===== config.mk =====
export PLATFORM = sky130hd
export DESIGN_NAME = utf8_byte_stream_decoder_top
export DESIGN_NICKNAME = d
export VERILOG_FILES = /design/src/rtl/u8dec_pkg.sv /design/src/rtl/utf8_byte_stream_decoder_top.sv
export SDC_FILE = /design/constraint.sdc
export NUM_CORES = 1
export LEC_CHECK = 0
export BUFFER_PORTS_ARGS = -buffer_cell sky130_fd_sc_hd__buf_4
export CORE_MARGIN = 5
export CORE_UTILIZATION = 30
export CTS_BUF_LIST = sky130_fd_sc_hd__clkbuf_16
export DETAILED_ROUTE_END_ITERATION = 8
export GPL_ROUTABILITY_DRIVEN = 1
export HOLD_SLACK_MARGIN = 0.1
export PLACE_DENSITY = 0.59
export SLEW_MARGIN = 0
export SYNTH_ARGS = -nofsm -noshare
export SYNTH_HDL_FRONTEND = slang
export SYNTH_SLANG_ARGS = --single-unit

===== constraint.sdc =====
create_clock -name clock -period 5.7 [get_ports clock]
set_input_delay 0.285 -clock clock [delete_from_list [all_inputs] [get_ports clock]]
set_output_delay 0.285 -clock clock [all_outputs]
set_load 0.02 [all_outputs]

===== src/rtl/u8dec_pkg.sv =====
// ----------------------------------------------------------------------------
// u8dec_pkg
// Shared widths, lead byte codes and the lead byte classifier for the
// byte stream decoder.
// ----------------------------------------------------------------------------
package u8dec_pkg;

   localparam int BYTE_W  = 8;
   localparam int CP_W    = 31;
   localparam int OWED_W  = 3;
   localparam int LOAD_W  = 5;
   localparam int TDATA_W = 32;
   localparam int CONT_W  = 6;

   // lead byte kinds
   localparam logic [1:0] LEAD_ASCII = 2'd0;
   localparam logic [1:0] LEAD_MULTI = 2'd1;
   localparam logic [1:0] LEAD_BAD   = 2'd2;

   typedef struct packed {
      logic [1:0]        kind;
      logic [OWED_W-1:0] owed;
      logic [LOAD_W-1:0] payload;
   } lead_info_type;

   // classify a lead byte by its high bits
   function automatic lead_info_type classify_lead(input logic [BYTE_W-1:0] b);
      lead_info_type info;
      info.kind    = LEAD_BAD;
      info.owed    = '0;
      info.payload = '0;
      priority if ((b & 8'h80) == 8'h00) begin
         info.kind = LEAD_ASCII;
      end else if ((b & 8'hE0) == 8'hC0) begin
         info.kind    = LEAD_MULTI;
         info.owed    = 3'd1;
         info.payload = b[4:0] & 5'h1F;
      end else if ((b & 8'hF0) == 8'hE0) begin
         info.kind    = LEAD_MULTI;
         info.owed    = 3'd2;
         info.payload = {1'b0, b[3:0]};
      end else if ((b & 8'hF8) == 8'hF0) begin
         info.kind    = LEAD_MULTI;
         info.owed    = 3'd3;
         info.payload = {2'b00, b[2:0]};
      end else if ((b & 8'hFC) == 8'hF8) begin
         info.kind    = LEAD_MULTI;
         info.owed    = 3'd4;
         info.payload = {3'b000, b[1:0]};
      end else if ((b & 8'hFE) == 8'hFC) begin
         info.kind    = LEAD_MULTI;
         info.owed    = 3'd5;
         info.payload = {4'b0000, b[0]};
      end else begin
         // stray continuation, 0xFE or 0xFF
         info.kind = LEAD_BAD;
      end
      return info;
   endfunction

endpackage


===== src/rtl/utf8_byte_stream_decoder_top.sv =====
// ----------------------------------------------------------------------------
// utf8_byte_stream_decoder_top
// UTF-8 decoder taking one byte per request, including the legacy 5- and
// 6-byte forms, producing 31-bit code points.
// ----------------------------------------------------------------------------
// Usage:
//   req channel: one encoded byte per request in req_tdata, req_tlast marks
//   the last byte of the string.
//   rsp channel: one code point per completed sequence in rsp_tdata,
//   rsp_tuser flags a bad lead byte or a sequence cut off by req_tlast,
//   rsp_tlast marks the result that closes the string.
//   A lead byte of a multi-byte sequence gives no result unless req_tlast
//   marks it; else the result comes with the last following byte.
//   A result is visible in the cycle after the request that completes
//   it. Throughput: one byte per cycle, set by the single output register;
//   the sequence state (bytes owed, accumulator) updates in the same cycle.
//   While the receiver stalls with a result pending, req_tready is low; it
//   rises again in the cycle the result is taken.
//   Reset (synchronous, active high) empties the output register and returns
//   the decoder to the idle state (no bytes owed, accumulator zero).
// ----------------------------------------------------------------------------
module utf8_byte_stream_decoder_top
   import u8dec_pkg::*;
(
   input  logic               clock,
   input  logic               reset,
   input  logic               req_tvalid,
   output logic               req_tready,
   input  logic [BYTE_W-1:0]  req_tdata,   // [7:0] in_byte
   input  logic               req_tlast,   // end_of_text
   output logic               rsp_tvalid,
   input  logic               rsp_tready,
   output logic [TDATA_W-1:0] rsp_tdata,   // [30:0] code_point, [31] zero
   output logic               rsp_tuser,   // [0] bad_sequence
   output logic               rsp_tlast    // last_char
);

   logic [OWED_W-1:0] owed_ff, owed_in;
   logic [CP_W-1:0]   acc_ff, acc_in;
   logic              rsp_valid_ff, rsp_valid_in;
   logic [CP_W-1:0]   rsp_cp_ff, rsp_cp_in;
   logic              rsp_bad_ff, rsp_bad_in;
   logic              rsp_last_ff, rsp_last_in;

   logic              req_fire;
   logic              emit;
   logic [CP_W-1:0]   shifted;
   lead_info_type     lead;

   // output slot is free or being emptied this cycle
   assign req_tready = !rsp_valid_ff || rsp_tready;
   assign req_fire   = req_tvalid && req_tready;

   assign lead    = classify_lead(req_tdata);
   assign shifted = {acc_ff[CP_W-CONT_W-1:0], req_tdata[CONT_W-1:0]};

   // sequence state and result selection
   always_comb begin
      owed_in     = owed_ff;
      acc_in      = acc_ff;
      emit        = 1'b0;
      rsp_cp_in   = rsp_cp_ff;
      rsp_bad_in  = rsp_bad_ff;
      rsp_last_in = rsp_last_ff;
      if (req_fire) begin
         rsp_last_in = req_tlast;
         if (owed_ff == '0) begin
            unique case (lead.kind)
               LEAD_ASCII: begin
                  emit       = 1'b1;
                  rsp_cp_in  = CP_W'(req_tdata);
                  rsp_bad_in = 1'b0;
               end
               LEAD_MULTI: begin
                  if (req_tlast) begin
                     emit       = 1'b1;
                     rsp_cp_in  = CP_W'(lead.payload);
                     rsp_bad_in = 1'b1;
                     acc_in     = '0;
                  end else begin
                     owed_in = lead.owed;
                     acc_in  = CP_W'(lead.payload);
                  end
               end
               default: begin
                  emit       = 1'b1;
                  rsp_cp_in  = CP_W'(req_tdata);
                  rsp_bad_in = 1'b1;
               end
            endcase
         end else begin
            rsp_cp_in = shifted;
            if (owed_ff == OWED_W'(1)) begin
               emit       = 1'b1;
               rsp_bad_in = 1'b0;
               owed_in    = '0;
               acc_in     = '0;
            end else if (req_tlast) begin
               emit       = 1'b1;
               rsp_bad_in = 1'b1;
               owed_in    = '0;
               acc_in     = '0;
            end else begin
               owed_in = owed_ff - OWED_W'(1);
               acc_in  = shifted;
            end
         end
      end
   end

   // output register valid
   always_comb begin
      rsp_valid_in = rsp_valid_ff;
      if (req_fire) begin
         rsp_valid_in = emit;
      end else if (rsp_tready) begin
         rsp_valid_in = 1'b0;
      end
   end

   // control state
   always_ff @(posedge clock) begin
      if (reset) begin
         owed_ff      <= '0;
         acc_ff       <= '0;
         rsp_valid_ff <= 1'b0;
      end else begin
         owed_ff      <= owed_in;
         acc_ff       <= acc_in;
         rsp_valid_ff <= rsp_valid_in;
      end
   end

   // result payload, loaded only with a new result
   always_ff @(posedge clock) begin
      if (req_fire && emit) begin
         rsp_cp_ff   <= rsp_cp_in;
         rsp_bad_ff  <= rsp_bad_in;
         rsp_last_ff <= rsp_last_in;
      end
   end

   assign rsp_tvalid = rsp_valid_ff;
   assign rsp_tdata  = TDATA_W'(rsp_cp_ff);
   assign rsp_tuser  = rsp_bad_ff;
   assign rsp_tlast  = rsp_last_ff;

   // checks
   a_owed_range: assert property (@(posedge clock) disable iff (reset)
      owed_ff <= OWED_W'(5))
      else $error("bytes owed out of range");

   a_idle_after_last: assert property (@(posedge clock) disable iff (reset)
      req_fire && req_tlast |=> owed_ff == '0 && acc_ff == '0 && rsp_tvalid)
      else $error("state not idle or no result after last byte");

   a_ascii_result: assert property (@(posedge clock) disable iff (reset)
      req_fire && owed_ff == '0 && !req_tdata[BYTE_W-1]
      |=> rsp_tvalid && !rsp_tuser && rsp_tdata[CP_W-1:BYTE_W] == '0)
      else $error("ascii byte gave no clean result");

   a_lead_silent: assert property (@(posedge clock) disable iff (reset)
      req_fire && owed_ff == '0 && lead.kind == LEAD_MULTI && !req_tlast
      |=> !rsp_tvalid && owed_ff != '0)
      else $error("lead byte emitted a result or owes nothing");

   a_ready_when_empty: assert property (@(posedge clock) disable iff (reset)
      !rsp_valid_ff |-> req_tready)
      else $error("input stalled with empty output register");

endmodule

-- Yosys cells after proc, flatten, opt, wreduce, memory -nomap -nowiden
Cells that the tools add are included.
- equality and inequality tests: 10
- $add $sub $neg: 1
- reduce and logical (&&, ||, !) cells: 12
- muxes and demuxes: 32
- operator list (operator ; number):
    25-bit 2-to-1 mux ; 4
    31-bit 2-to-1 mux ; 3
    10-bit 2-to-1 mux ; 4
    8-bit 2-to-1 mux ; 2
    3-bit 2-to-1 mux ; 5
    1-bit 2-to-1 mux ; 10
    8-bit logical NOT ; 1
    7-bit == test (second input constant) ; 1
    6-bit == test (second input constant) ; 1
    3-bit AND reduction ; 2
    5-bit == test (second input constant) ; 1
    5-bit 2-to-1 mux ; 1
    4-bit == test (second input constant) ; 1
    2-bit 2-to-1 mux ; 2
    2-bit AND reduction ; 2
    3-bit by 1-bit == test with 1-bit output (second input constant) ; 1
    3-bit == test (second input constant) ; 1
    3-bit logical NOT ; 1
    3-bit inequality test (second input constant) ; 1
    3-bit by 1-bit subtractor with 3-bit output (second input constant) ; 1
    2-bit by 1-bit == test with 1-bit output (second input constant) ; 1
    1-bit logical AND ; 2
    2-bit logical NOT ; 1
    2-bit by 1-bit inequality test with 1-bit output (second input constant) ; 1
    5 further kinds ; 5
- word-level logic and storage cells: 61
- input bits: 13
- bits in registers: 62

-- Longest topological paths before layout
- depth in word-level cells: 13
- depth in mapped cells: 7
- depth with buffers taken out: 6

-- Worst setup path before layout
No wires, ideal clock.
- path type: reg-to-reg
- start point: reg owed_ff[0]
- end point: reg rsp_cp_ff[0] (enable)
- period minus slack after synthesis: 2406 ps
- setup time: 393 ps
- path slack: 3294 ps
- cell stages (with the launch flop): 7
- data required time: 5307 ps
- arrival: 2013 ps
- path buffers: 1
- cells stage by stage: dfxtp_1 -> inv_1 -> ha_1 -> nand2b_1 -> buf_2 -> nor2_1 -> o31a_1
- longest elaborated chain between the ends: 6
- ends and longest elaborated chain (item ; line ; text):
    start: declaration ; utf8_byte_stream_decoder_top.sv:38 ; logic [OWED_W-1:0] owed_ff, owed_in;
    start signal: assignment ; utf8_byte_stream_decoder_top.sv:128 ; owed_ff <= owed_in;
    3-bit by 1-bit == test with 1-bit output ; utf8_byte_stream_decoder_top.sv:93 ; if (owed_ff == OWED_W'(1)) begin
    1-bit 2-to-1 mux ; utf8_byte_stream_decoder_top.sv:93 ;
    1-bit 2-to-1 mux ; utf8_byte_stream_decoder_top.sv:67 ; if (owed_ff == '0) begin
    1-bit 2-to-1 mux ; utf8_byte_stream_decoder_top.sv:65 ; if (req_fire) begin
    1-bit logical AND ; utf8_byte_stream_decoder_top.sv:136 ; if (req_fire && emit) begin
    3-bit AND reduction (no line) (*) ; - ;
    end signal: assignment ; utf8_byte_stream_decoder_top.sv:137 ; rsp_cp_ff <= rsp_cp_in;
    end: declaration ; utf8_byte_stream_decoder_top.sv:41 ; logic [CP_W-1:0] rsp_cp_ff, rsp_cp_in;
Every way passes the cells marked *; elsewhere a longest branch is shown, timed or not.
A chain may end at the register's enable or synchronous reset.

-- Worst setup path in the final report
- start point: reg rsp_valid_ff, in the netlist rsp_tvalid
- end point: reg rsp_cp_ff[18] (enable)
- longest elaborated chain between the ends: 6
- ends and longest elaborated chain (item ; line ; text):
    start: declaration ; utf8_byte_stream_decoder_top.sv:40 ; logic rsp_valid_ff, rsp_valid_in;
    start signal: assignment ; utf8_byte_stream_decoder_top.sv:130 ; rsp_valid_ff <= rsp_valid_in;
    1-bit logical NOT (*) ; utf8_byte_stream_decoder_top.sv:51 ; assign req_tready = !rsp_valid_ff || rsp_tready;
    1-bit logical OR (*) ; utf8_byte_stream_decoder_top.sv:51 ;
    1-bit logical AND (*) ; utf8_byte_stream_decoder_top.sv:52 ; assign req_fire = req_tvalid && req_tready;
    1-bit 2-to-1 mux ; utf8_byte_stream_decoder_top.sv:65 ;
    1-bit logical AND ; utf8_byte_stream_decoder_top.sv:136 ;
    3-bit AND reduction (no line) (*) ; - ;
Marks and branches as above.

==> results.json <==
{
  "netlist_instances": 260,
  "dp_slack_ps": 3130,
  "highest_layer": "met4",
  "syn_area_sq_um": 2810,
  "setup_viol_count_final": 0,
  "rsz0062_at_grt": "no",
  "clock-skew-final_ps": 4.92,
  "fin_ws_ps": 3190,
  "synth.distinct_cells": 41,
  "numCtsBuffers": 9,
  "final_common_cell": "buf_4",
  "met2WireLength_mm": 3.06,
  "routed_wl_mm": 6.63,
  "finalCritPeriodShare": 0.441,
  "clock_sinks": 62,
  "leakage_nw": 1.24,
  "grt_pass1_wl_mm": 10.7,
  "final_core_util": 0.381,
  "drv_slew": 0,
  "yosys_warnings": 0,
  "final_cells": 413,
  "hold_buffers": 0,
  "syn_area_per_cell_sq_um": 10.8,
  "crit_required_ps": 5700,
  "drt-wirelength-per-cell_um": 16.0,
  "finalPower_mw": 1.12,
  "cts_root_buf": "clkbuf_16",
  "fp.dieH_um": 107,
  "max_cap_viol_count": 0,
  "start_util": 0.306,
  "status": "completed",
  "ys.flop_type": "edfxtp_1",
  "cts_resized": 0,
  "ir_drop_mv": 0.149,
  "row_count": 35,
  "first_pass_iters": 5,
  "cp_max_fo": 30,
  "fmax_mhz": 398,
  "tns_ps": 0,
  "ys_seq_area_frac": 0.558,
  "pin_count": 49,
  "port_buffers": 47,
  "ant_nets": 0,
  "slew_headroom": 0.288,
  "place_area_sq_um": 3210,
  "clk_latency_ps": 330,
  "via_per_inst": 5.33,
  "cp-start-kind": "flip-flop",
  "final_cell_mix": "buf_4, edfxtp_1, a21oi_1",
  "antenna_found_initial": 0,
  "period_minus_slack_ps": 2510,
  "vias": 2201,
  "die_area_sq_um": 11400,
  "worst_pin_slew_ps": 1070,
  "path_class": "flip-flop to flip-flop",
  "dr_wl_met3_um": 422,
  "final_area_sq_um": 3510,
  "dp.cells": 397,
  "track_usage": 0.120,
  "synthArstFlopShare": 0,
  "drive_above_1_share": 0.232,
  "multi_input_area_sq_um": 1090,
  "cts_tree": "yes",
  "holdWs_ps": 165,
  "ff_latch_area_sq_um": 1570,
  "power.density_nw_per_um2": 318,
  "gp_congestion": 0.882,
  "hold_violations": 0,
  "overflow": 0,
  "area_delta_synth_final_pct": 24.6,
  "drc_errors": 0,
  "cp_data_arrival_time_ps": 2510,
  "syn_nets": 276,
  "grt_max_degree": 59,
  "grt_pass1_vias": 2135,
  "die_x_um": 107,
  "htree_levels": 3,
  "cp-end-kind": "flip-flop",
  "nets": 313,
  "clk_pin_slew_ps": 50,
  "antenna_cells": 0,
  "synth_edf_count": 33,
  "post-cts-setup-buffer-count": 0,
  "wl_met1_mm": 2.99,
  "min_path_type": "input port to flip-flop",
  "clockBufferDepth": 2,
  "ys_ff_latch": 62,
  "dp_hpwl_mm": 4.22,
  "n_fill_cell": 923,
  "core-area_sq_um": 9200,
  "regToRegSetupSlack_ps": 3190,
  "drtIter0Drc": 247
}
[worst max-delay path, stage by stage, from the launching register on]
cell and delay [ps]:
dfxtp_1 320, nand2b_1 170, and2_1 870, o31a_1 430, buf_4 370
[metal layers]
metal  global-route usage  vias to the layer above
li1                     -                     1066
met1                0.158                     1064
met2                0.171                       59
met3               0.0355                       12
met4               0.0749                        0
met5                    0                        -
[synth_stat cells (2+ instances only)]
cell	count	share of area
nor3b_1	2	0.0053
buf_2	3	0.0053
a22o_1	2	0.0062
a21oi_1	30	0.053
nand2_1	9	0.012
and2_1	26	0.058
a311oi_1	2	0.0062
o31a_1	2	0.0062
clkbuf_1	18	0.024
inv_1	7	0.0093
nor3_1	2	0.0036
and4_1	2	0.0062
nor2_1	6	0.0080
o2111ai_1	22	0.068
o21ai_0	22	0.039
o221ai_1	6	0.019
o32ai_1	3	0.0093
dfxtp_1	29	0.21
ha_1	3	0.013
edfxtp_1	33	0.35
nand2b_1	4	0.0089
o31ai_1	2	0.0053
nand3b_1	3	0.0080
o21a_1	3	0.0080
buf_6	3	0.012
[worst paths after layout]
kind | from | to | cells past startpoint
worst min-delay path | req_tdata[0] | rsp_cp_ff[0] | 1
worst min register to register | acc_ff[24] | acc_ff[24] | 2
worst max-delay path | rsp_tvalid | rsp_cp_ff[18] | 4
worst max register to register | rsp_tvalid | rsp_cp_ff[18] | 4
[report_power, final]
part | leakage [nW] | switching (mW) | internal, mW | total (mW)
combinational | 0.538 | 0.0654 | 0.0339 | 0.0993
sequential | 0.561 | 0.00486 | 0.487 | 0.492
clock | 0.140 | 0.191 | 0.334 | 0.525
[cell type report]
class / count / share of cell area
repair buffers: 52 / 0.111
well taps: 111 / 0.0396
inverters: 7 / 0.00749
flip-flops and latches: 62 / 0.448
clock buffers: 9 / 0.0642
clock inverters: 7 / 0.0189
multi-input cells: 165 / 0.310
[registers in the layout, summed over array words and instances, names as in the netlist]
register	flops
rsp_tlast	1
rsp_tvalid	1
owed_ff	3
rsp_tuser	1
acc_ff	25
rsp_cp_ff	31
[logic make-up (layout without fill, tap and decap cells)]
family	after synthesis	in the layout	share of synthesized area
compound gates	101	101	0.246
flops	62	62	0.558
simple gates	60	60	0.126
buf+inv	33	75	0.0551
fa+ha+maj	3	3	0.0133
other cells	1	1	0.00133
Power figures use the tool's default switching activity.
